<file path="config.mk">
export PLATFORM = sky130hd
export DESIGN_NAME = key_debounce_long_press
export DESIGN_NICKNAME = d
export VERILOG_FILES = /design/src/rtl/core/kdlp_pkg.sv /design/src/rtl/core/kdlp_step.sv /design/src/rtl/core/key_debounce_long_press.sv
export SDC_FILE = /design/constraint.sdc
export NUM_CORES = 1
export LEC_CHECK = 0
export ABC_AREA = 1
export BUFFER_PORTS_ARGS = -buffer_cell sky130_fd_sc_hd__buf_2
export CAP_MARGIN = 20
export CELL_PAD_IN_SITES_DETAIL_PLACEMENT = 1
export CELL_PAD_IN_SITES_GLOBAL_PLACEMENT = 1
export CORE_ASPECT_RATIO = 0.8
export CORE_MARGIN = 5
export CORE_UTILIZATION = 30
export CTS_BUF_LIST = sky130_fd_sc_hd__clkbuf_8
export DETAILED_ROUTE_END_ITERATION = 7
export PLACE_DENSITY_LB_ADDON = 0.1
export SLEW_MARGIN = 20
export SYNTH_ARGS = -nofsm -noshare
export SYNTH_HDL_FRONTEND = slang
export SYNTH_SLANG_ARGS = --single-unit
</file>
<file path="constraint.sdc">
create_clock -name clock -period 5.24 [get_ports clock]
set_input_delay 0.524 -clock clock [delete_from_list [all_inputs] [get_ports clock]]
set_output_delay 0.524 -clock clock [all_outputs]
set_load 0.03 [all_outputs]
</file>
<file path="src/rtl/core/kdlp_pkg.sv">
// ----------------------------------------------------------------------------
// kdlp_pkg: key debounce / long-press shared definitions
// Phase and event codes, reset thresholds and the scan state record.
// ----------------------------------------------------------------------------
package kdlp_pkg;

   localparam int unsigned TIME_W   = 32;
   localparam int unsigned THRESH_W = 16;
   localparam int unsigned EVENT_W  = 3;
   localparam int unsigned PHASE_W  = 2;

   // scan phases
   localparam logic [PHASE_W-1:0] PH_IDLE     = 2'd0;
   localparam logic [PHASE_W-1:0] PH_DEBOUNCE = 2'd1;
   localparam logic [PHASE_W-1:0] PH_PRESSED  = 2'd2;
   localparam logic [PHASE_W-1:0] PH_LONG     = 2'd3;

   // event codes
   localparam logic [EVENT_W-1:0] EV_NONE         = 3'd0;
   localparam logic [EVENT_W-1:0] EV_PRESS        = 3'd1;
   localparam logic [EVENT_W-1:0] EV_LONG_PRESS   = 3'd2;
   localparam logic [EVENT_W-1:0] EV_RELEASE      = 3'd3;
   localparam logic [EVENT_W-1:0] EV_LONG_RELEASE = 3'd4;

   // register indexes
   localparam logic [1:0] REG_DEBOUNCE   = 2'd0;
   localparam logic [1:0] REG_LONG_PRESS = 2'd1;

   localparam logic [THRESH_W-1:0] DEBOUNCE_RESET   = 16'd20;
   localparam logic [THRESH_W-1:0] LONG_PRESS_RESET = 16'd2000;

   typedef struct packed {
      logic [PHASE_W-1:0] phase;
      logic               ref_level;
      logic [TIME_W-1:0]  start;
   } kdlp_state_type;

endpackage

</file>
<file path="src/rtl/core/kdlp_step.sv">
// ----------------------------------------------------------------------------
// kdlp_step: one scan step of the key machine
// Next phase, reference level, time stamp and event from one key sample.
// ----------------------------------------------------------------------------
module kdlp_step (
   input  kdlp_pkg::kdlp_state_type         cur,
   input  logic                             level,
   input  logic [kdlp_pkg::TIME_W-1:0]      now,
   input  logic [kdlp_pkg::THRESH_W-1:0]    debounce_time,
   input  logic [kdlp_pkg::THRESH_W-1:0]    long_press_time,
   output kdlp_pkg::kdlp_state_type         nxt,
   output logic [kdlp_pkg::EVENT_W-1:0]     event_res
);
   import kdlp_pkg::*;

   logic [TIME_W-1:0] elapsed;
   logic              differs;
   logic              debounce_over;
   logic              long_over;

   // modular difference, wraps with the tick counter
   assign elapsed       = now - cur.start;
   assign differs       = level != cur.ref_level;
   assign debounce_over = elapsed > {{(TIME_W-THRESH_W){1'b0}}, debounce_time};
   assign long_over     = elapsed > {{(TIME_W-THRESH_W){1'b0}}, long_press_time};

   always_comb begin
      nxt       = cur;
      event_res = EV_NONE;
      unique case (cur.phase)
         PH_IDLE: begin
            if (differs) begin
               nxt.phase = PH_DEBOUNCE;
               nxt.start = now;
            end
         end
         PH_DEBOUNCE: begin
            if (!differs) begin
               nxt.phase = PH_IDLE;
            end else if (debounce_over) begin
               nxt.phase = PH_PRESSED;
               nxt.start = now;
               event_res = EV_PRESS;
            end
         end
         PH_PRESSED: begin
            if (!differs) begin
               nxt.phase = PH_IDLE;
               event_res = EV_RELEASE;
            end else if (long_over) begin
               nxt.phase     = PH_LONG;
               nxt.ref_level = level;
               event_res     = EV_LONG_PRESS;
            end
         end
         default: begin
            if (differs) begin
               nxt.phase     = PH_IDLE;
               nxt.ref_level = level;
               event_res     = EV_LONG_RELEASE;
            end
         end
      endcase
   end

endmodule

</file>
<file path="src/rtl/core/key_debounce_long_press.sv">
// ----------------------------------------------------------------------------
// key_debounce_long_press: key debounce and long-press detector
// Takes one key scan per request and returns one event per request.
// ----------------------------------------------------------------------------
//  channel | direction | payload                          | handshake
//  req     | in        | key_level, now                   | tvalid/tready
//  rsp     | out       | event_res                        | tvalid/tready
//  csr     | in        | debounce_time, long_press_time   | write enable
//
//  One request per cycle; the event appears in the output register on the
//  cycle after acceptance. Throughput is set by the single scan-state
//  register, updated at each accepted request.
//  A request is taken while the output register is empty or being drained.
//  Synchronous reset: idle phase, reference 0, thresholds 20 and 2000.
// ----------------------------------------------------------------------------
module key_debounce_long_press (
   input  logic        clock,
   input  logic        reset,
   // request: [0] key_level, [32:1] now, [39:33] zero
   input  logic [39:0] req_tdata,
   input  logic        req_tvalid,
   output logic        req_tready,
   // response: [2:0] event_res, [7:3] zero
   output logic [7:0]  rsp_tdata,
   output logic        rsp_tvalid,
   input  logic        rsp_tready,
   // configuration writes
   input  logic        csr_we,
   input  logic [1:0]  csr_index,
   input  logic [15:0] csr_wdata
);
   import kdlp_pkg::*;

   kdlp_state_type        state_ff;
   kdlp_state_type        state_in;
   logic [THRESH_W-1:0]   debounce_ff;
   logic [THRESH_W-1:0]   long_press_ff;
   logic [EVENT_W-1:0]    event_ff;
   logic [EVENT_W-1:0]    event_in;
   logic                  rsp_valid_ff;
   logic                  req_accept;

   // the output register frees up in the same cycle it is drained
   assign req_tready = !rsp_valid_ff || rsp_tready;
   assign req_accept = req_tvalid && req_tready;

   kdlp_step u_step (
      .cur             (state_ff),
      .level           (req_tdata[0]),
      .now             (req_tdata[32:1]),
      .debounce_time   (debounce_ff),
      .long_press_time (long_press_ff),
      .nxt             (state_in),
      .event_res       (event_in)
   );

   // thresholds; indexes past the list are dropped
   always_ff @(posedge clock) begin
      if (reset) begin
         debounce_ff   <= DEBOUNCE_RESET;
         long_press_ff <= LONG_PRESS_RESET;
      end else if (csr_we) begin
         if (csr_index == REG_DEBOUNCE) begin
            debounce_ff <= csr_wdata;
         end else if (csr_index == REG_LONG_PRESS) begin
            long_press_ff <= csr_wdata;
         end
      end
   end

   // scan state moves only on an accepted request
   always_ff @(posedge clock) begin
      if (reset) begin
         state_ff.phase     <= PH_IDLE;
         state_ff.ref_level <= 1'b0;
         state_ff.start     <= '0;
      end else if (req_accept) begin
         state_ff <= state_in;
      end
   end

   always_ff @(posedge clock) begin
      if (reset) begin
         rsp_valid_ff <= 1'b0;
      end else if (req_accept) begin
         rsp_valid_ff <= 1'b1;
      end else if (rsp_tready) begin
         rsp_valid_ff <= 1'b0;
      end
   end

   // event payload, no reset needed
   always_ff @(posedge clock) begin
      if (req_accept) begin
         event_ff <= event_in;
      end
   end

   assign rsp_tvalid = rsp_valid_ff;
   assign rsp_tdata  = {{(8-EVENT_W){1'b0}}, event_ff};

   // every accepted request leaves an event waiting
   a_rsp_after_req: assert property (@(posedge clock) disable iff (reset)
      req_accept |=> rsp_tvalid)
      else $error("no response after accepted request");

   // a long press always lands in the long-pressed phase
   a_long_phase: assert property (@(posedge clock) disable iff (reset)
      (req_accept && event_in == EV_LONG_PRESS) |=> (state_ff.phase == PH_LONG))
      else $error("long press without long-pressed phase");

   // the reference level only moves with a long press or long release
   a_ref_change: assert property (@(posedge clock) disable iff (reset)
      (!$past(reset) && state_ff.ref_level != $past(state_ff.ref_level)) |->
      ($past(req_accept) && ($past(event_in) == EV_LONG_PRESS ||
                             $past(event_in) == EV_LONG_RELEASE)))
      else $error("reference level changed without long event");

   // a release event leaves the machine idle with the reference kept
   a_release_idle: assert property (@(posedge clock) disable iff (reset)
      (req_accept && event_in == EV_RELEASE) |=>
      (state_ff.phase == PH_IDLE && $stable(state_ff.ref_level)))
      else $error("release did not return to idle");

endmodule

</file>
== After elaboration in Yosys (flattened, before gate mapping) ==
Index checks and enable logic that the tools add are counted.
Word-level totals
  output and inout bits: 10
  word-level logic and storage cells: 57
  bits of input ports: 63
  register bits after elaboration: 71
Operators by class
  bitwise logic cells: 2
  add/sub/neg operators: 1
  muxes and demuxes: 21
  $lt $le $gt $ge: 2
  equality and inequality tests: 10
  reductions and logical operators: 14
Operators by type and width (count)
  2-to-1 mux 32 bit: 3
  greater-than comparator 32 x 16 -> 1 bit: 2
  case mux 32 bit (2 select lines): 1
  subtractor 32 bit: 1
  2-to-1 mux 2 bit: 6
  2-to-1 mux 3 bit: 4
  AND reduction 5 bit: 2
  case mux 3 bit (3 select lines): 1
  inequality test 2 x 1 -> 1 bit, second input constant: 4
  inequality test 3 bit, second input constant: 2
  case mux 2 bit (3 select lines): 1
  equality test 2 x 1 -> 1 bit, second input constant: 2
  logical NOT 2 bit: 2
  2-to-1 mux 1 bit: 4
  AND reduction 4 bit: 1
  nonzero test 2 bit: 2
  AND reduction 3 bit: 1
  nonzero test 3 bit: 1
  equality test 2 bit, second input constant: 1
  NOT 1 bit: 2
  case mux 1 bit (2 select lines): 1
  AND reduction 2 bit: 1
  OR reduction 2 bit: 1
  logical AND 1 bit: 1
  3 further kinds: 3

== Longest topological paths before layout ==
Gate-level depths: netlist of run 1.
  depth in word-level cells: 5
  mapped depth: 28
  mapped depth without buffers: 28

== Hierarchy ==
From an unflattened synthesis of run 1, not the netlist that was laid out.
Unflattened totals
  cell total of the unflattened synthesis: 1481
  area, all modules: 8126.5 µm²
By module, submodules not included
  kdlp_step: cells each 1043, instances 1, area each 5034.8 µm², seq. area each 0.0 µm²
  key_debounce_long_press: cells each 438, instances 1, area each 3091.7 µm², seq. area each 1451.4 µm²

== Worst setup path after synthesis of run 1 ==
No wires, ideal clock.
  kind: input-to-reg
  start point: input req_tdata[1]
  end point: register state_ff[10] in the netlist's numbering
  path buffers: 1
  stages: 19
  data arrival time: 3.040 ns
  setup slack: 2.082 ns
  library setup time: 0.118 ns
  required time: 5.122 ns
  cells stage by stage: inv_1 > ha_1 > fa_1 > nor2_1 > or2_1 > nand3_1 > nand2_1 > xor2_1 > ha_1 > nand4_1 > nor3_1 > nand2_1 > o211ai_1 > nand2_1 > nand4_4 > nand2_4 > buf_8 > o21ai_1 > a21oi_2
Between the ends
  longest elaborated chain between the ends: 4
Ends and longest elaborated chain
  start, declared: line key_debounce_long_press.sv:20  | input logic [39:0] req_tdata,
  subtractor 32 bit: line kdlp_step.sv:22  | assign elapsed = now - cur.start;
  greater-than comparator 32 x 16 -> 1 bit: line kdlp_step.sv:24  | assign debounce_over = elapsed > {{(TIME_W-THRESH_W){1'b0}}, debounce_time};
  inequality test 2 x 1 -> 1 bit (no line)
  AND reduction 5 bit (no line)
  end signal, assigned: line key_debounce_long_press.sv:78  | state_ff <= state_in;
  end, declared: line key_debounce_long_press.sv:34  | kdlp_state_type state_ff;
Every way passes these cells.
A chain may end at the register's enable or synchronous reset.

== Worst setup path in the final report of run 1 ==
  start point: register state_ff[0] in the netlist's numbering
  end point: register state_ff[1] in the netlist's numbering
Between the ends
  longest elaborated chain between the ends: 4
Ends and longest elaborated chain (line)
  subtractor 32 bit: kdlp_step.sv:22
  greater-than comparator 32 x 16 -> 1 bit: kdlp_step.sv:24
  inequality test 2 x 1 -> 1 bit (no line)
  AND reduction 5 bit (no line)
Every way passes these cells.

==> results.sh, run 1 <==
export IMPL_outcome="finished, final reports clean"
export IMPL_overall_routed_net_length_um=17500
export IMPL_worstSetupPathType="register to register"
export IMPL_rows=47
export IMPL_horizontal_extent_of_the_die_um=171
export IMPL_synth_cell_types=41
export IMPL_path_max_fanout=39
export IMPL_design_portCount=73
export IMPL_netlist_area_mm2=0.00618
export IMPL_wl_met2_um=7020
export IMPL_dp_worst_setup_slack_ps=810
export IMPL_p_int_uw=1110
export IMPL_grt_pass1_vias=5781
export IMPL_port_buffers=60
export IMPL_antenna_cells_inserted=0
export IMPL_synthCells=973
export IMPL_layout_setup_ws_ps=1240
export IMPL_vias_per_cell=4.45
export IMPL_clock_tree_from_tritoncts="yes"
export IMPL_post_cts_hold_buffer_count=0
export IMPL_ys_warn_count=0
export IMPL_power_frac_clock=0.221
export IMPL_timing_reg2reg_worst_path_depth=18
export IMPL_worstMarginPinSlew_ps=1060
export IMPL_grt_usage=0.155
export IMPL_place_hpwl_um=14700
export IMPL_min_delay_worst_type="input pin to register"
export IMPL_met3RoutedLength_um=618
export IMPL_cpLargestDelayFamily="simple AND/OR/NAND/NOR gates"
export IMPL_min_period_over_period=0.763
export IMPL_netSwitchingFraction=0.444
export IMPL_antenna_found_initial=0
export IMPL_met1_wire_length_um=9660
export IMPL_ctsRootBufferMaster="clkbuf_8"
export IMPL_num_vias=5801
export IMPL_worst_path_largest_cell_delay_ps=460
export IMPL_timing_critical_path_depth=18
export IMPL_routabilityCongestion=0.788
export IMPL_final_antenna_net_count=0
export IMPL_finalClockSkew_ps=9.94
export IMPL_rsz0062_at_grt="no"
export IMPL_pwr_share_comb=0.475
export IMPL_setup_worst_path_start_class="register"
export IMPL_die_area_mm2=0.0236
export IMPL_hold_path_cell_count=2
export IMPL_totalPowerFinal_uw=1990
export IMPL_path_common_cell="nand2_1"
export IMPL_synth_seq_area_share=0.235
export IMPL_cellPowerDensity_mw_per_mm2=289
export IMPL_timing_critical_path_arrival_ps=4320
export IMPL_clk_pin_slew_worst_paths_ps=90
export IMPL_fin_tns_setup_ps=0
export IMPL_maxCapViolations=0
export IMPL_placedInstanceArea_mm2=0.00671
export IMPL_detail_route_drc_violations=0
export IMPL_power_share_sequential=0.303
export IMPL_maximum_number_of_pins_on_one_net_before_global_route_repair=68
export IMPL_cts_sinks=71
export IMPL_maximum_clock_frequency_ghz=0.250
export IMPL_critPathSlowestCell="fa_1"
export IMPL_wl_per_cell_um=13.4
export IMPL_route_top_layer_used="met4"
export IMPL_net_switching_power_uw=886
export IMPL_cp_cell_sequence="ha_1, fa_1, nor2_1, or2_1, nand3_1, nand2_1, xor2_1, ha_1, nand4_1, nor3_1, nand2_1, o211ai_1, nand2_1, nand4_4, nand2_4, buf_4, o21ai_0, a21oi_1"
export IMPL_critical_path_buf_inv_count=1
export IMPL_maxSlewHeadroom=0.289
export IMPL_core_area_mm2=0.0205
export IMPL_post_cts_setup_buffers=0
export IMPL_post_synth_top_area_fraction=0.220
export IMPL_syn_to_final_growth_pct=11.4
export IMPL_final_core_util=0.337
export IMPL_worstSetupEndpointType="register"
export IMPL_ff_latch_count_synth=71
export IMPL_tritoncts_num_buffers=9
export IMPL_synth_largest_area_cell="dfxtp_1"
export IMPL_worst_ep_required_time_ps=5560
export IMPL_die_h_um=138
export IMPL_layout_nets=1161
export IMPL_ir_drop_v=0.000110
export IMPL_leakage_uw=0.00358
export IMPL_overflow_left_after_global_routing=0
export IMPL_setup_viol=0
export IMPL_grt_pass1_wl_um=29500
export IMPL_finalHoldViolCount=0
export IMPL_cts_max_level=3
export IMPL_layout_cells_sized_above_1=0.148
export IMPL_final_min_clock_period_ps=4000
export IMPL_number_of_design_rule_violations_left_by_the_first_detailed_router_iteration=165
export IMPL_post_cts_resized=0
export IMPL_start_util=0.302
export IMPL_fin_area_mm2=0.00689
export IMPL_timing_max_transition_violations_final=0
export IMPL_synthTopCellsByArea="dfxtp_1, nand2_1, ha_1"
export IMPL_clk_insertion_delay_late_ps=380
export IMPL_cts_max_path_buffers=2
export IMPL_detailed_router_iteration_count_before_antenna_repair=4
export IMPL_post_synthesis_average_cell_area_um2=6.36
-- layout make-up --
class | instances | area (um2)
Clock buffer | 10 | 138
Clock inverter | 6 | 45.0
Fill cell | 2713 | 13600
Inverter | 206 | 773
Multi-Input combinational cell | 678 | 3820
Sequential cell | 71 | 1450
Tap cell | 269 | 337
Timing Repair Buffer | 64 | 330
-- path summary, 6_finish.rpt --
| path | to | slack, ps | from |
|---|---|---|---|
| setup / recovery | state_ff[1] | 1240 | state_ff[0] |
| hold reg to reg | state_ff[32] | 460 | state_ff[32] |
| setup reg to reg | state_ff[1] | 1240 | state_ff[0] |
| hold / removal | rsp_tvalid | 320 | reset |
-- cells in the mapped netlist (all sizes together) --
master / number
a211oi: 3
a21o: 1
a21oi: 85
and2: 1
buf: 12
clkbuf: 10
clkinv: 2
conb: 1
dfxtp: 68
edfxtp: 3
fa: 1
ha: 67
inv: 204
nand2: 288
nand3: 36
nand3b: 3
nand4: 11
nor2: 77
nor3: 8
o211ai: 9
o21a: 2
o21ai: 61
o21bai: 1
o31ai: 1
o41ai: 1
or2: 1
xnor2: 2
xor2: 14
-- routing by layer --
| metal | vias to the layer above | track usage |
|---|---|---|
| met1 | 2581 | 0.234 |
| met5 | - | 0 |
| met4 | 0 | 0.0332 |
| li1 | 3141 | - |
| met3 | 18 | 0.0305 |
| met2 | 61 | 0.226 |
-- stage by stage --
| stage | std cells | hold WS [ps] |
|---|---|---|
| after detailed placement | 1288 | 454 |
| final | 1304 | 319 |
| after global routing | 1304 | 302 |
| after global placement | 1288 | 454 |
| after floorplan | 977 | 435 |
| after CTS | 1304 | 296 |
-- power by group through the flow --
stage / combinational (uW) / sequential (uW) / clock [uW]
6_report: 948 / 605 / 442
3_5_place_dp: 961 / 618 / 0
3_3_place_gp: 950 / 616 / 0
5_1_grt: 1110 / 609 / 487
4_1_cts: 966 / 605 / 466
2_1_floorplan: 708 / 620 / 0
-- registers in the layout, summed over array words and instances (netlist names) --
name	flops
long_press_ff	16
event_ff	3
rsp_tvalid	1
state_ff	35
debounce_ff	16
-- logic make-up after synthesis --
group                      Yosys count  share of synthesized area
and+or+nand+nor                    425                      0.294
DFF                                 71                      0.235
AOI/OAI and AO/OA                  164                      0.158
xor gates and xnor gates            16                     0.0227
buffers and inverters              228                      0.151
other                                1                   0.000606
adders and majority gates           68                      0.139
-- placed cells by master (no fill, tap or decap), drive strengths merged, types with 9 or more instances in the layout --
cell	netlist	layout
nor2	77	77
clkbuf	10	10
ha	67	67
xor2	14	14
dfxtp	68	68
buf	12	64
nand4	11	11
nand3	36	36
o21ai	61	61
inv	204	205
nand2	288	288
a21oi	85	85
o211ai	9	9
Note: power is estimated with default switching activity, not from simulation.
==> run 2: changes to the inputs <==
clock period = 3.35 ns   (was 5.24 ns; I/O delays follow)
==> run 2 against run 1 <==
  * Clock-buffer cell count did not move
  * Sequential power is 58% higher
  * Flip-flop and latch count unchanged
  * Die area is the same
  * Critical path depth grew 3
  * Hold slack got worse by 180 ps
  * Largest power group unchanged
  * Clock power is 76% higher
  * Design area up 25%
  * Register-to-register slack worse by 1200 ps
  * Via count is 11% higher
==> results.sh, run 2 (synthesized netlist as in run 1, its figures left out) <==
export IMPL_maximum_number_of_pins_on_one_net_before_global_route_repair=42
export IMPL_layout_top_registers="state_ff x35, debounce_ff x16, long_press_ff x16"
export IMPL_worst_setup_path_endpoint="state_ff[2]"
export IMPL_setup_worst_path_start_class="register"
export IMPL_wl_per_cell_um=14.1
export IMPL_clk_pin_slew_worst_paths_ps=90
export IMPL_placedInstanceArea_mm2=0.00753
export IMPL_fin_area_mm2=0.00864
export IMPL_setup_viol=0
export IMPL_finalClockSkew_ps=17.4
export IMPL_layout_cells_sized_above_1=0.344
export IMPL_layout_cells_most_common="nand2_1"
export IMPL_grt_pass1_vias=6457
export IMPL_core_area_mm2=0.0205
export IMPL_vias_per_cell=4.50
export IMPL_num_vias=6451
export IMPL_routabilityCongestion=0.801
export IMPL_layout_nets=1289
export IMPL_layout_setup_ws_ps=70.2
export IMPL_maxCapViolations=0
export IMPL_design_portCount=73
export IMPL_worstSetupEndpointType="register"
export IMPL_maximum_clock_frequency_ghz=0.305
export IMPL_max_flop_register="state_ff"
export IMPL_antenna_found_initial=0
export IMPL_worstSetupPathType="register to register"
export IMPL_min_period_over_period=0.979
export IMPL_largest_register_ffs=35
export IMPL_ctsRootBufferMaster="clkbuf_8"
export IMPL_cellPowerDensity_mw_per_mm2=453
export IMPL_ir_drop_v=0.000215
export IMPL_overflow_left_after_global_routing=0
export IMPL_worst_ep_required_time_ps=3620
export IMPL_post_cts_hold_buffer_count=0
export IMPL_cts_max_level=3
export IMPL_final_instance_count_excl_fill=1432
export IMPL_reg2reg_from="state_ff[11]"
export IMPL_start_util=0.302
export IMPL_rsz0062_at_grt="yes"
export IMPL_die_h_um=138
export IMPL_cts_max_path_buffers=2
export IMPL_syn_to_final_growth_pct=39.7
export IMPL_die_area_mm2=0.0236
export IMPL_detailed_router_iteration_count_before_antenna_repair=4
export IMPL_place_hpwl_um=15700
export IMPL_grt_usage=0.167
export IMPL_horizontal_extent_of_the_die_um=171
export IMPL_port_buffers=60
export IMPL_rows=47
export IMPL_final_antenna_net_count=0
export IMPL_grt_pass1_wl_um=31800
export IMPL_antenna_cells_inserted=0
export IMPL_number_of_design_rule_violations_left_by_the_first_detailed_router_iteration=184
export IMPL_reg2reg_setup_slack_ps=70
export IMPL_worstMarginPinSlew_ps=965
export IMPL_dp_cells=1396
export IMPL_final_min_clock_period_ps=3280
export IMPL_clk_insertion_delay_late_ps=390
export IMPL_outcome="finished, final reports clean"
export IMPL_n_fill_cell=2675
export IMPL_clock_tree_from_tritoncts="yes"
export IMPL_tritoncts_num_buffers=9
export IMPL_path_max_fanout=7
export IMPL_timing_reg2reg_worst_path_depth=21
export IMPL_detail_route_drc_violations=0
export IMPL_leakage_uw=0.00434
export IMPL_timing_critical_path_arrival_ps=3550
export IMPL_min_delay_worst_type="input pin to register"
export IMPL_cts_sinks=71
export IMPL_maxSlewHeadroom=0.355
export IMPL_overall_routed_net_length_um=20100
export IMPL_setup_worst_path_start="state_ff[11]"
export IMPL_dp_worst_setup_slack_ps=-391
export IMPL_timing_max_transition_violations_final=0
export IMPL_layout_common_cells="nand2_1, inv_1, buf_4"
export IMPL_timing_rr_end="state_ff[2]"
export IMPL_finalHoldViolCount=0
## run 2: worst max-delay path, stage by stage (launching register included)
cell and delay (ps):
dfxtp_2 340, inv_2 50, ha_4 270, nand2_2 110, inv_1 50, nand2_1 60
nand2_1 70, a21oi_1 220, nand2_4 110, xor2_4 210, ha_4 270, nand4_1 130
nor3_2 240, nand2_1 70, o211ai_1 100, nand2_2 120, nand4_4 130, nand2_8 100
buf_12 200, buf_12 140, o21ai_4 130, a21oi_2 40
## run 2: final cells by class
class | instances | area [um2] | share of cell area
clock buffer | 10 | 138 | 0.0159
clock inverter | 6 | 67.6 | 0.00782
inverter | 206 | 778 | 0.0901
multi-input combinational | 679 | 4460 | 0.516
sequential | 71 | 1470 | 0.170
tap | 269 | 337 | 0.0390
timing repair buffer | 191 | 1390 | 0.161
## run 2: how the worst min path moves through the flow
stage | to | startpoint | slack, ps | depth (start not counted)
floorplan | rsp_tvalid | reset | 400 | 1
global placement | state_ff[19] | state_ff[19] | 450 | 2
detailed placement | state_ff[18] | state_ff[18] | 460 | 2
CTS | rsp_tvalid | reset | 120 | 2
global route | rsp_tvalid | reset | 120 | 2
finish | rsp_tvalid | reset | 140 | 2
## run 2: power by group
group / internal (uW) / leakage [uW] / total, uW / switching [uW]
combinational: 990 / 0.00365 / 2180 / 1190
sequential: 927 / 0.000593 / 954 / 27.0
clock: 367 / 0.0000989 / 777 / 409
## run 2: repair_timing
item | 4_1_cts | 5_1_grt
buffers inserted | 2 | 17
endpoints found under the setup margin | 36 | 36
resized for setup | 39 | 121
gates cloned | 1 | 1
hold endpoints to repair | 0 | 0
pin swaps | 8 | 43
## run 2: per-stage QoR
stage	util	TNS [ps]	hold slack [ps]	power, uW
floorplan	-	0	404	2080
global placement	0.368	-9130	451	2780
detailed placement	0.368	-12520	461	2820
CTS	0.392	-26.8	116	3730
global route	0.422	-3340	124	4250
finish	0.422	0	139	3920
## run 2: per-layer routing
layer / vias up / global-route usage / wire, um
met2: 58 / 0.261 / 8730
met4: 0 / 0.0315 / 168
met1: 2986 / 0.243 / 10700
met5: - / 0 / 0
met3: 12 / 0.0271 / 521
li1: 3395 / - / -
==> run 3: changes to the inputs <==
CORE_UTILIZATION = 46   (was 30)
clock period = 4.14 ns   (was 3.35 ns; I/O delays follow)
==> run 3 against run 2 <==
  * Utilization increased by 10 points
  * Via count down 6.4%
  * Critical endpoint is now state_ff[33]
  * Setup slack gained 300 ps
  * Clock power decreased by 18%
  * Design area fell by 21%
  * Largest cell class unchanged
  * Maximum frequency down 13%
  * Power fell by 33%
  * Wire length down 12%
  * Non-clock buffer count is 120 lower
  * Register-to-register slack better by 300 ps
==> results.sh, run 3 (synthesized netlist as in run 1, its figures left out) <==
export IMPL_outcome="finished, final reports clean"
export IMPL_setup_worst_path_start_class="register"
export IMPL_core_area_mm2=0.0130
export IMPL_overflow_left_after_global_routing=0
export IMPL_n_fill_cell=1841
export IMPL_antenna_cells_inserted=0
export IMPL_place_hpwl_um=14400
export IMPL_horizontal_extent_of_the_die_um=140
export IMPL_detail_route_drc_violations=0
export IMPL_maxSlewHeadroom=0.316
export IMPL_ir_drop_v=0.000204
export IMPL_tritoncts_num_buffers=9
export IMPL_grt_pass1_wl_um=29900
export IMPL_worstSetupPathType="register to register"
export IMPL_dp_worst_setup_slack_ps=158
export IMPL_ctsRootBufferMaster="clkbuf_8"
export IMPL_overall_routed_net_length_um=17600
export IMPL_totalPowerFinal_uw=2640
export IMPL_cts_max_path_buffers=2
export IMPL_fin_tns_setup_ps=0
export IMPL_layout_cells_most_common="nand2_1"
export IMPL_multi_input_comb_area_mm2=0.00382
export IMPL_whs_ps=201
export IMPL_clk_insertion_delay_late_ps=380
export IMPL_number_of_design_rule_violations_left_by_the_first_detailed_router_iteration=252
export IMPL_worstMarginPinSlew_ps=1020
export IMPL_maximum_number_of_pins_on_one_net_before_global_route_repair=41
export IMPL_vias_per_cell=4.96
export IMPL_syn_to_final_growth_pct=10.8
export IMPL_worst_ep_required_time_ps=4410
export IMPL_finalClockSkew_ps=15.9
export IMPL_grt_pass1_vias=6223
export IMPL_cellPowerDensity_mw_per_mm2=385
export IMPL_clk_pin_slew_worst_paths_ps=80
export IMPL_cpLargestDelayFamily="simple AND/OR/NAND/NOR gates"
export IMPL_layout_top_registers="state_ff x35, debounce_ff x16, long_press_ff x16"
export IMPL_maximum_clock_frequency_ghz=0.266
export IMPL_reg2reg_from="state_ff[0]"
export IMPL_post_cts_setup_buffers=0
export IMPL_timing_max_transition_violations_final=0
export IMPL_num_vias=6037
export IMPL_layout_nets=1168
export IMPL_post_cts_resized=0
export IMPL_clock_tree_from_tritoncts="yes"
export IMPL_antenna_found_initial=0
export IMPL_routabilityCongestion=0.854
export IMPL_start_util=0.475
export IMPL_layout_setup_ws_ps=374
export IMPL_cts_max_level=3
export IMPL_min_period_over_period=0.910
export IMPL_detailed_router_iteration_count_before_antenna_repair=4
export IMPL_hold_path_endpoint="rsp_tvalid"
export IMPL_design_portCount=73
export IMPL_port_buffers=60
export IMPL_critical_path_buf_inv_count=1
export IMPL_layout_cells_sized_above_1=0.151
export IMPL_rows=37
export IMPL_layout_common_cells="nand2_1, inv_1, dfxtp_1"
export IMPL_setup_viol=0
export IMPL_rsz0062_at_grt="no"
export IMPL_critPathSlowestCell="o41ai_1"
export IMPL_timing_critical_path_arrival_ps=4030
export IMPL_cts_sinks=71
export IMPL_wl_per_cell_um=14.5
export IMPL_post_cts_hold_buffer_count=0
export IMPL_reg2reg_setup_slack_ps=370
export IMPL_worstSetupEndpointType="register"
export IMPL_finalHoldViolCount=0
export IMPL_final_min_clock_period_ps=3770
export IMPL_final_antenna_net_count=0
export IMPL_min_delay_worst_type="input pin to register"
export IMPL_grt_usage=0.230
export IMPL_path_max_fanout=4
export IMPL_largest_register_ffs=35
export IMPL_timing_rr_end="state_ff[33]"
export IMPL_max_flop_register="state_ff"
export IMPL_die_h_um=114
export IMPL_timing_reg2reg_worst_path_depth=19
export IMPL_worst_path_largest_cell_delay_ps=550
export IMPL_worstHoldStart="reset"
export IMPL_hold_path_cell_count=2
export IMPL_maxCapViolations=0
export IMPL_cp_cell_sequence="ha_1, fa_1, nor2_1, or2_1, nand3_1, nand2_1, xor2_1, ha_1, nand3_1, inv_1, nand4_1, o41ai_1, nand4_1, nand2_1, nand2_1, nand2_1, nand2_1, nand2_1, nor2_1"
export IMPL_die_area_mm2=0.0159
export IMPL_path_common_cell="nand2_1"
export IMPL_leakage_uw=0.00362
export IMPL_layout_area_seq_mm2=0.00145
[run 3: cell types whose count changed in the layout (fill, tap and decap cells not counted), moves of 6 or more]
cell     before  now
ha_4         19    0
o21ai_1      18   31
nand2_4       8    2
dfxtp_2       9    0
o21ai_2      13    0
nand2_2      34    9
ha_1         47   67
inv_1       172  190
buf_4       113   11
dfxtp_1      58   68
buf_6        12    0
inv_2        30   14
nand2_1     245  277
xor2_1        6   14
[run 3: worst max-delay path by stage]
stage	startpoint	endpoint	slack, ps	depth (start not counted)
finish	state_ff[0]	state_ff[33]	370	19
detailed placement	req_tdata[1]	state_ff[15]	160	20
global placement	req_tdata[1]	state_ff[9]	280	20
CTS	state_ff[0]	state_ff[33]	350	19
global route	state_ff[0]	state_ff[15]	20	18
floorplan	req_tdata[1]	state_ff[10]	1090	19
[run 3: metrics by stage]
step,std cells,cell area (um2),utilization
floorplan,977,6200,-
global placement,1201,6640,0.511
detailed placement,1201,6640,0.511
CTS,1217,6860,0.527
global route,1217,6860,0.527
finish,1217,6860,0.527
[run 3: layout make-up]
type,count,area share
multi-input cells,678,0.557
repair buffers,71,0.0558
flip-flops and latches,71,0.212
well taps,175,0.0319
inverters,206,0.113
clock inverters,7,0.0130
clock buffers,9,0.0181
[run 3: routing by layer]
metal  track usage  share of wire  vias to the layer above
met5             0              0                        -
met4        0.0445         0.0094                        0
met3        0.0398          0.036                       14
met2         0.392           0.46                       74
met1         0.311           0.50                     2799
li1              -              -                     3150
[run 3: power by group]
part / switching (uW) / internal [uW] / leakage, uW
logic: 804 / 433 / 0.00293
clock network: 300 / 335 / 0.000108
registers: 18.0 / 748 / 0.000588
